**src/design/gsa_ram.sv**
```systemverilog
// ----------------------------------------------------------------------------
// Generic single-port-write RAM
// One write port and one read port with registered read data.
// ----------------------------------------------------------------------------
module gsa_ram #(
   parameter int WIDTH = 8,
   parameter int DEPTH = 256
) (
   input  logic                     clock,
   input  logic                     wr_en,
   input  logic [$clog2(DEPTH)-1:0] wr_addr,
   input  logic [WIDTH-1:0]         wr_data,
   input  logic [$clog2(DEPTH)-1:0] rd_addr,
   output logic [WIDTH-1:0]         rd_data
);

   logic [WIDTH-1:0] mem_ff [DEPTH];
   logic [WIDTH-1:0] rd_data_ff;

   always_ff @(posedge clock) begin
      if (wr_en) begin
         mem_ff[wr_addr] <= wr_data;
      end
      rd_data_ff <= mem_ff[rd_addr];
   end

   assign rd_data = rd_data_ff;

endmodule

```
**config.mk**
```make
export PLATFORM = sky130hd
export DESIGN_NAME = gsa_ram
export DESIGN_NICKNAME = d
export VERILOG_FILES = /design/src/design/gsa_ram.sv
export SDC_FILE = /design/constraint.sdc
export NUM_CORES = 2
export LEC_CHECK = 0
export BUFFER_PORTS_ARGS = -buffer_cell sky130_fd_sc_hd__buf_4
export CAP_MARGIN = 0
export CORE_MARGIN = 2
export CORE_UTILIZATION = 45
export CTS_CLUSTER_DIAMETER = 150
export DETAILED_ROUTE_END_ITERATION = 6
export SYNTH_ARGS = -nofsm -noshare
export SYNTH_HDL_FRONTEND = slang
export SYNTH_SLANG_ARGS = --single-unit
```
**constraint.sdc**
```tcl
create_clock -name clock -period 2.3 [get_ports clock]
set_input_delay 0.23 -clock clock [delete_from_list [all_inputs] [get_ports clock]]
set_output_delay 0.23 -clock clock [all_outputs]
set_load 0.02 [all_outputs]
```
==> reports/results.tsv <==
metric	value	unit
synth.net_count	3759	
synth_top_area_cell	edfxtp_1	
dieArea	0.180	mm²
finalWorstSetupSlack	-0.00146	ns
fin_tns_setup	-0.00146	ns
place_hpwl	137000	µm
worst_r2r_startpoint	mem_ff[243][6]	
postSynthAreaPerCell	21.3	µm²
grt_pass1_vias	41100	
root_buffer	clkbuf_16	
min-delay-start	wr_addr[1]	
synth_edf_count	2048	
cpPeakStageDelay	0.50	ns
antenna_found_initial	7	
drt_first_pass_iters	5	
n_fill_cell	13400	
die_w	424	µm
hold_viol_final	0	
drv_cap	0	
clk_pin_slew	0.06	ns
holdWs	0.125	ns
setup_violations	1	
synthArstFlopShare	0	%
finClkSkew	0.0293	ns
portBuffers	33	
reg2reg_slack	-0.001	ns
crit_chain	mux4_2, a22oi_1, buf_4, a21oi_1, nor4_2, buf_4, nor4_2	
relSlewSlack	42.1	%
cts_sinks	2056	
status	finished with violations	
end_kind	flop	
total_power	78800	µW
r2r_cells	7	
regArea	0.0617	mm²
final_nets	4549	
crit_slowest_cell	nor4_2	
cts_max_path_buffers	3	
ios	34	
drive_gt1_share	34.0	%
crit_fanout	1	
core-area	0.176	mm²
cts_tree	built	
worstPathArrival	3.00	ns
htreeDepth	4	
p_leak	0.0310	µW
grt_pass1_wl	299000	µm
rsz0062_at_grt	yes	
startpoint_type	flop	
critical_path.startpoint	mem_ff[243][6]	
netlist_instances	3733	
ir_worst_vdd	0.871	mV
yosys_register_bits	2056	
yosys.area.top_type_share	77.3	%
initial_core_util	45.2	%
drtIter0Drc	4883	
violations	negative setup slack	
yosys_warnings	0	
worstMarginPinSlew	0.868	ns
synthFlopType	edfxtp_1	
synthesis.area	0.0796	mm²
area_growth	19.5	%
vias	41200	
min_path_cells	4	
power_density	829	mW/mm²
grt_overflow	0	
whs_endpoint	mem_ff[75][7]	
yosysUniqueCellTypes	55	
worst-setup-path-type	flop to flop	
yosysMostFrequentCell	edfxtp_1	
grt_max_degree	109	
hp-class	input pin to flop	
via_per_inst	5.86	
die_y	424	µm
post_drt_wl_per_cell	29.6	µm
timing.rr.end	rd_data[6]	
grt_usage	23.2	%
synth_common_cells	edfxtp_1 (2,048), mux4_2 (454), nor2_1 (282)	
clock_latency	0.83	ns
drc	0	
gp_congestion	0.884	
slew_viol_final	0	
rows	154	
finalCritPeriodShare	100	%
ys_seq_area_share	77.5	%
wirelength	208000	µm
required	3.00	ns
detail-route-antenna-nets	0	
fmax	0.435	GHz
post-route-min-period	2.30	ns
cts_buffers	206	
multi_input_area	0.0168	mm²
ys_top_cells_by_area	edfxtp_1 (77%), mux4_2 (13%), mux2i_1 (1.7%)	
[layer usage]
| layer | share of wire [%] | global-route usage, % | vias to the layer above |
|---|---|---|---|
| met5 | 0.011 | 0 | - |
| met4 | 2.8 | 6.96 | 4 |
| met3 | 7.9 | 4.44 | 314 |
| met2 | 48 | 36.0 | 1705 |
| met1 | 42 | 33.5 | 21900 |
| li1 | - | - | 17300 |
[power breakdown]
| group | total (µW) | switching [µW] | internal (µW) |
|---|---|---|---|
| Combinational | 4590 | 2710 | 1890 |
| Clock | 32800 | 13900 | 18900 |
| Sequential | 41400 | 100 | 41300 |
| Total | 78800 | 16700 | 62100 |
[how the worst max path moves through the flow]
stage / endpoint / slack [ns] / cells past startpoint
after floorplan: rd_data[2] / 0.13 / 9
after global placement: rd_data[7] / -1.16 / 11
after detailed placement: rd_data[7] / -1.16 / 11
after CTS: rd_data[3] / -0.03 / 7
after global routing: rd_data[5] / -0.03 / 8
final: rd_data[6] / -0.001 / 7
[stage by stage]
stage	setup WS [ns]	utilization [%]	area, µm²	std cells
4_1_cts	-0.0296	54.0	95000	7029
2_1_floorplan	0.132	-	79600	3733
6_report	-0.00146	54.1	95100	7031
3_3_place_gp	-1.16	50.1	88200	6646
5_1_grt	-0.0306	54.1	95100	7031
3_5_place_dp	-1.16	50.1	88200	6646
[layout make-up]
cell class              instances  share of cell area (%)
multi-input cells            1442                    17.6
repair buffers                815                    7.57
clock inverters               118                    1.16
clock buffers                 256                    5.74
well taps                    2340                    3.08
diodes                          2                 0.00526
inverters                       2                 0.00789
flip-flops and latches       2056                    64.8
[critical path, delay by kind of cell, from the launching register on]
kind            cells  cell delay, ns
buf+inv             2            0.34
flops               1            0.36
mux                 1            0.48
compound gates      2            0.47
simple gates        2            0.54
[flip-flops by register name (all words and copies together) (netlist names)]
name,flops
rd_data,8
mem_ff,2048
[cells by family after synthesis]
logic type	after synthesis	synth area share [%]
and+or+nand+nor	466	2.63
AOI/OAI and AO/OA	385	3.42
muxes	591	14.6
buffers and inverters	235	1.83
DFF	2056	77.5
[what timing repair did]
action / 4_1_cts / 5_1_grt
endpoints found under the setup margin: 8 / 7
gates resized for setup: 23 / 14
endpoints found under the hold margin: 782 / 0
hold buffers: 9 / 0
pin swaps: 3 / 7
setup buffers: 0 / 0
[placed cells by master, fill, tap and decap left out, types with 6 or more instances in the layout]
| cell | n |
|---|---|
| buf_8 | 9 |
| and2_1 | 6 |
| nand4_1 | 10 |
| dlygate4sd3_1 | 9 |
| clkinv_2 | 35 |
| nand2_1 | 33 |
| a211oi_1 | 13 |
| clkbuf_8 | 6 |
| a21oi_1 | 96 |
| a22oi_1 | 132 |
| dfxtp_1 | 8 |
| bufinv_16 | 20 |
| nor2_1 | 277 |
| clkinv_1 | 48 |
| clkinvlp_4 | 7 |
| nor4_1 | 14 |
| clkbuf_16 | 209 |
| a221oi_1 | 9 |
| nand3_2 | 6 |
| nor4_2 | 9 |
| inv_6 | 6 |
| edfxtp_1 | 2048 |
| o211ai_1 | 10 |
| o221ai_1 | 44 |
| clkbuf_1 | 42 |
| mux2i_1 | 134 |
| nor2b_1 | 28 |
| o21ai_0 | 10 |
| buf_12 | 78 |
| nor3_1 | 19 |
| buf_4 | 717 |
| nand3_1 | 28 |
| nand2b_1 | 8 |
| mux4_2 | 454 |
| a22o_1 | 7 |
| o22ai_1 | 28 |
Power figures use the tool's default switching activity.
