===== src/design/gsa_pkg.sv =====
// ----------------------------------------------------------------------------
// Generational slot allocator package
// Shared types, field widths and default sizes for the slot allocator.
// ----------------------------------------------------------------------------
package gsa_pkg;

   localparam int SLOT_COUNT_DEFAULT = 256;
   localparam int GEN_BITS_DEFAULT   = 16;
   localparam int SPACE_BITS_DEFAULT = 8;

   localparam int MODE_W   = 2;
   localparam int SPACE_W  = 8;
   localparam int INDEX_W  = 8;
   localparam int HGEN_W   = 16;
   localparam int STATUS_W = 2;
   localparam int FREED_W  = 9;

   typedef enum logic [MODE_W-1:0] {
      MODE_ALLOC   = 2'd0,
      MODE_RELEASE = 2'd1,
      MODE_UNLOAD  = 2'd2,
      MODE_CHECK   = 2'd3
   } mode_type;

   typedef enum logic [STATUS_W-1:0] {
      STATUS_OK    = 2'd0,
      STATUS_STALE = 2'd1,
      STATUS_FULL  = 2'd2
   } status_type;

   typedef struct packed {
      mode_type           mode;
      logic [SPACE_W-1:0] space_id;
      logic [INDEX_W-1:0] slot_index;
      logic [HGEN_W-1:0]  handle_generation;
   } req_type;

   typedef struct packed {
      logic [INDEX_W-1:0] result_index;
      logic [HGEN_W-1:0]  result_generation;
      status_type         status;
      logic [FREED_W-1:0] freed_count;
   } rsp_type;

   typedef struct packed {
      logic handle_ok;
      logic space_hit;
   } verdict_type;

endpackage


===== src/design/gsa_judge.sv =====
// ----------------------------------------------------------------------------
// Slot entry judge
// Shared compare and increment unit that evaluates one fetched slot entry.
// ----------------------------------------------------------------------------
module gsa_judge
   import gsa_pkg::*;
#(
   parameter int GEN_BITS   = GEN_BITS_DEFAULT,
   parameter int SPACE_BITS = SPACE_BITS_DEFAULT
) (
   input  logic                  entry_alive,
   input  logic [SPACE_BITS-1:0] entry_space,
   input  logic [GEN_BITS-1:0]   entry_gen,
   input  logic [SPACE_BITS-1:0] want_space,
   input  logic [HGEN_W-1:0]     want_gen,
   output verdict_type           verdict,
   output logic [GEN_BITS-1:0]   next_gen
);

   localparam int CMP_W = (GEN_BITS > HGEN_W) ? GEN_BITS : HGEN_W;

   logic gen_match;

   assign gen_match         = (CMP_W'(entry_gen) == CMP_W'(want_gen));
   assign verdict.handle_ok = entry_alive && gen_match;
   assign verdict.space_hit = entry_alive && (entry_space == want_space);
   assign next_gen          = entry_gen + GEN_BITS'(1);

endmodule


===== config.mk =====
export PLATFORM = sky130hd
export DESIGN_NAME = gsa_judge
export DESIGN_NICKNAME = d
export VERILOG_FILES = /design/src/design/gsa_pkg.sv /design/src/design/gsa_judge.sv
export SDC_FILE = /design/constraint.sdc
export NUM_CORES = 1
export LEC_CHECK = 0
export BUFFER_PORTS_ARGS = -buffer_cell sky130_fd_sc_hd__buf_2
export CAP_MARGIN = 10
export CELL_PAD_IN_SITES_DETAIL_PLACEMENT = 0
export CELL_PAD_IN_SITES_GLOBAL_PLACEMENT = 1
export CORE_MARGIN = 2
export CORE_UTILIZATION = 21
export DETAILED_ROUTE_END_ITERATION = 10
export PLACE_DENSITY = 0.85
export SYNTH_ARGS = -nofsm -noshare
export SYNTH_HDL_FRONTEND = slang
export SYNTH_SLANG_ARGS = --single-unit
export TNS_END_PERCENT = 50

===== constraint.sdc =====
create_clock -name vclk -period 1.65
set_input_delay 0.33 -clock vclk [all_inputs]
set_output_delay 0.33 -clock vclk [all_outputs]
set_load 0.05 [all_outputs]

==> flow_summary_export.csv <==
group,metric,value,unit
power,p_switching,0.2155,mW
detailed_routing,routed_via_density,4.347,
placement,place_congestion,0.8787,
power,p_leak,0.6836,nW
logic_synthesis,synth_nets,122,
detailed_routing,drtIter0Drc,11,
floorplan,rows,18,
cells_and_area,regArea,0,sq um
timing,fin_crit,1.781,ns
power,p_int,0.1881,mW
logic_synthesis,synth_area,554.3,sq um
timing,hold_violations,0,
detailed_routing,met1_length,833,microns
outcome,violations,"negative setup slack",
worst_setup_path,worstSetupPathType,"in2out",
cells_and_area,fin_nets,212,
worst_setup_path,cp-end-kind,"output pin",
cells_and_area,diodes,0,
logic_synthesis,synth_top_area_share,0.4108,
timing,worst_pin_slew,0.3443,ns
floorplan,ios,67,
timing,setup-tns-final,-0.5888,ns
power,p_seq_frac,0,
global_routing,antenna_found_initial,0,
logic_synthesis,synth_top_area_cell,"xnor2_1",
timing,max_freq,561.5,MHz
detailed_routing,top_layer_used,"met3",
detailed_routing,dr_wl_met2,1.348,mm
detailed_routing,totalWireLength,2.327,mm
global_routing,grt_pass1_wl,3.705,mm
logic_synthesis,netlist_top_cells_area,"xnor2_1 41%, xor2_1 19%, nand4_1 6.8%, nand3_1 4.5%, nand2_1 4.1%",
cells_and_area,seq_cells,0,
power,power.total,0.4036,mW
global_routing,grt_max_degree,6,
cells_and_area,area_delta_synth_final,163.9,%
detailed_routing,remaining_drc_errors,0,
floorplan,initial_utilization,0.2217,
timing,maxSlewHeadroom,0.7687,
flow_run,max_cap_viol_count,0,
logic_synthesis,synthDistinctLibCells,16,
power,vdd.ir_drop.worst,0.0002402,V
power,p_comb_frac,1.000,
power,p_per_area,276.0,nW/um^2
logic_synthesis,yosysWarnings,0,
floorplan,dieArea,3066,sq um
outcome,status,"finished, violations left",
timing,period_share,1.079,
timing,layout_setup_ws,-0.1310,ns
detailed_routing,route.met3.wl,145,microns
worst_setup_path,arrival,1.45,ns
detailed_routing,routedWlPerCell,12.25,microns
timing,whs,0.9566,ns
placement,dp_hpwl,1.985,mm
timing,rsz0062_at_grt,"true",
timing,setup_viol,8,
global_routing,track_usage,0.1434,
global_routing,grt_pass1_vias,874,
floorplan,fp.dieH,55.38,microns
floorplan,core_area,2500,sq um
power,pwr-share-clk,0,
worst_setup_path,crit_required,1.32,ns
detailed_routing,first_pass_iters,4,
power,swShare,0.5340,
cells_and_area,clkbuf_count,0,
worst_hold_path,min_path_type,"in2out",
timing,drv_slew,0,
floorplan,fp.dieW,55.38,microns
placement,dp_slack,-0.3330,ns
cells_and_area,fillerInstances,232,
detailed_routing,ant_nets,0,
logic_synthesis,syn_area_per_cell,7.698,sq um
worst_setup_path,start_kind,"input pin",
logic_synthesis,seq_area_frac_synth,0,
worst_setup_path,crit_fanout,4,
placement,numPortBuffers,67,
logic_synthesis,synthesis.instances,72,
global_routing,overflow,0,
detailed_routing,num_vias,826,
cells_and_area,drive_above_1_share,0.7125,
per-stage QoR:
| step | instance area, sq um | std cells | util |
|---|---|---|---|
| 3_3_place_gp | 1220 | 188 | 0.4880 |
| 3_5_place_dp | 1220 | 188 | 0.4880 |
| 2_1_floorplan | 710.7 | 72 | - |
| 5_1_grt | 1463 | 190 | 0.5851 |
| 4_1_cts | 1394 | 188 | 0.5576 |
| 6_report | 1463 | 190 | 0.5851 |
cells in the final DEF, fill, tap and decap left out, types with 3 or more instances in the layout:
cell     instances
buf_2           43
buf_4           20
buf_6           23
nand2_1          5
nand3_1          3
nand4_1          6
xnor2_1         20
xnor2_2          3
xnor2_4          3
xor2_1           8
path summary, 6_finish.rpt:
| check | startpoint | endpoint | cells past startpoint |
|---|---|---|---|
| max | entry_gen[2] | next_gen[10] | 6 |
| min | entry_gen[9] | next_gen[9] | 3 |
layout make-up:
class / instances / area [sq um] / share of cell area
multi-input cells: 69 / 755.7 / 0.5167
inverters: 2 / 7.507 / 0.005133
well taps: 30 / 37.54 / 0.02566
repair buffers: 89 / 661.9 / 0.4525
worst max-delay path: stages:
cell     delay (ns)
buf_6          0.07
and4_4         0.26
and3_4         0.22
nand4_1        0.20
xnor2_4        0.20
buf_6          0.17
kinds of logic after synthesis:
kind of cell             synth area share
XOR/XNOR                           0.6005
buffers and inverters             0.02031
adder cells (fa/ha/maj)           0.02257
AND/OR/NAND/NOR                    0.3566
what timing repair did:
action,4_1_cts,5_1_grt
hold buffers,0,0
setup buffers,0,2
setup endpoints to repair,11,12
resized for setup,46,10
pin swaps,19,11
endpoints found under the hold margin,0,0
cell usage after synthesis (all sizes together):
master / instances
nor3: 1
clkbuf: 1
and4: 1
nor2: 2
xor2: 12
xnor2: 26
nand2: 6
nor4: 4
nand4: 7
nand3: 5
ha: 1
inv: 2
and3: 4
power by group through the flow:
stage	Clock, mW	Combinational (mW)	Sequential, mW
5_1_grt	0	0.427	0
3_3_place_gp	0	0.346	0
6_report	0	0.404	0
3_5_place_dp	0	0.353	0
2_1_floorplan	0	0.195	0
4_1_cts	0	0.393	0
per-layer routing:
layer | vias up | track usage
met4 | 0 | 0.01394
met2 | 34 | 0.3095
met3 | 0 | 0.01639
li1 | 422 | -
met5 | - | 0
met1 | 370 | 0.1459
(Power assumes the default switching activity.)
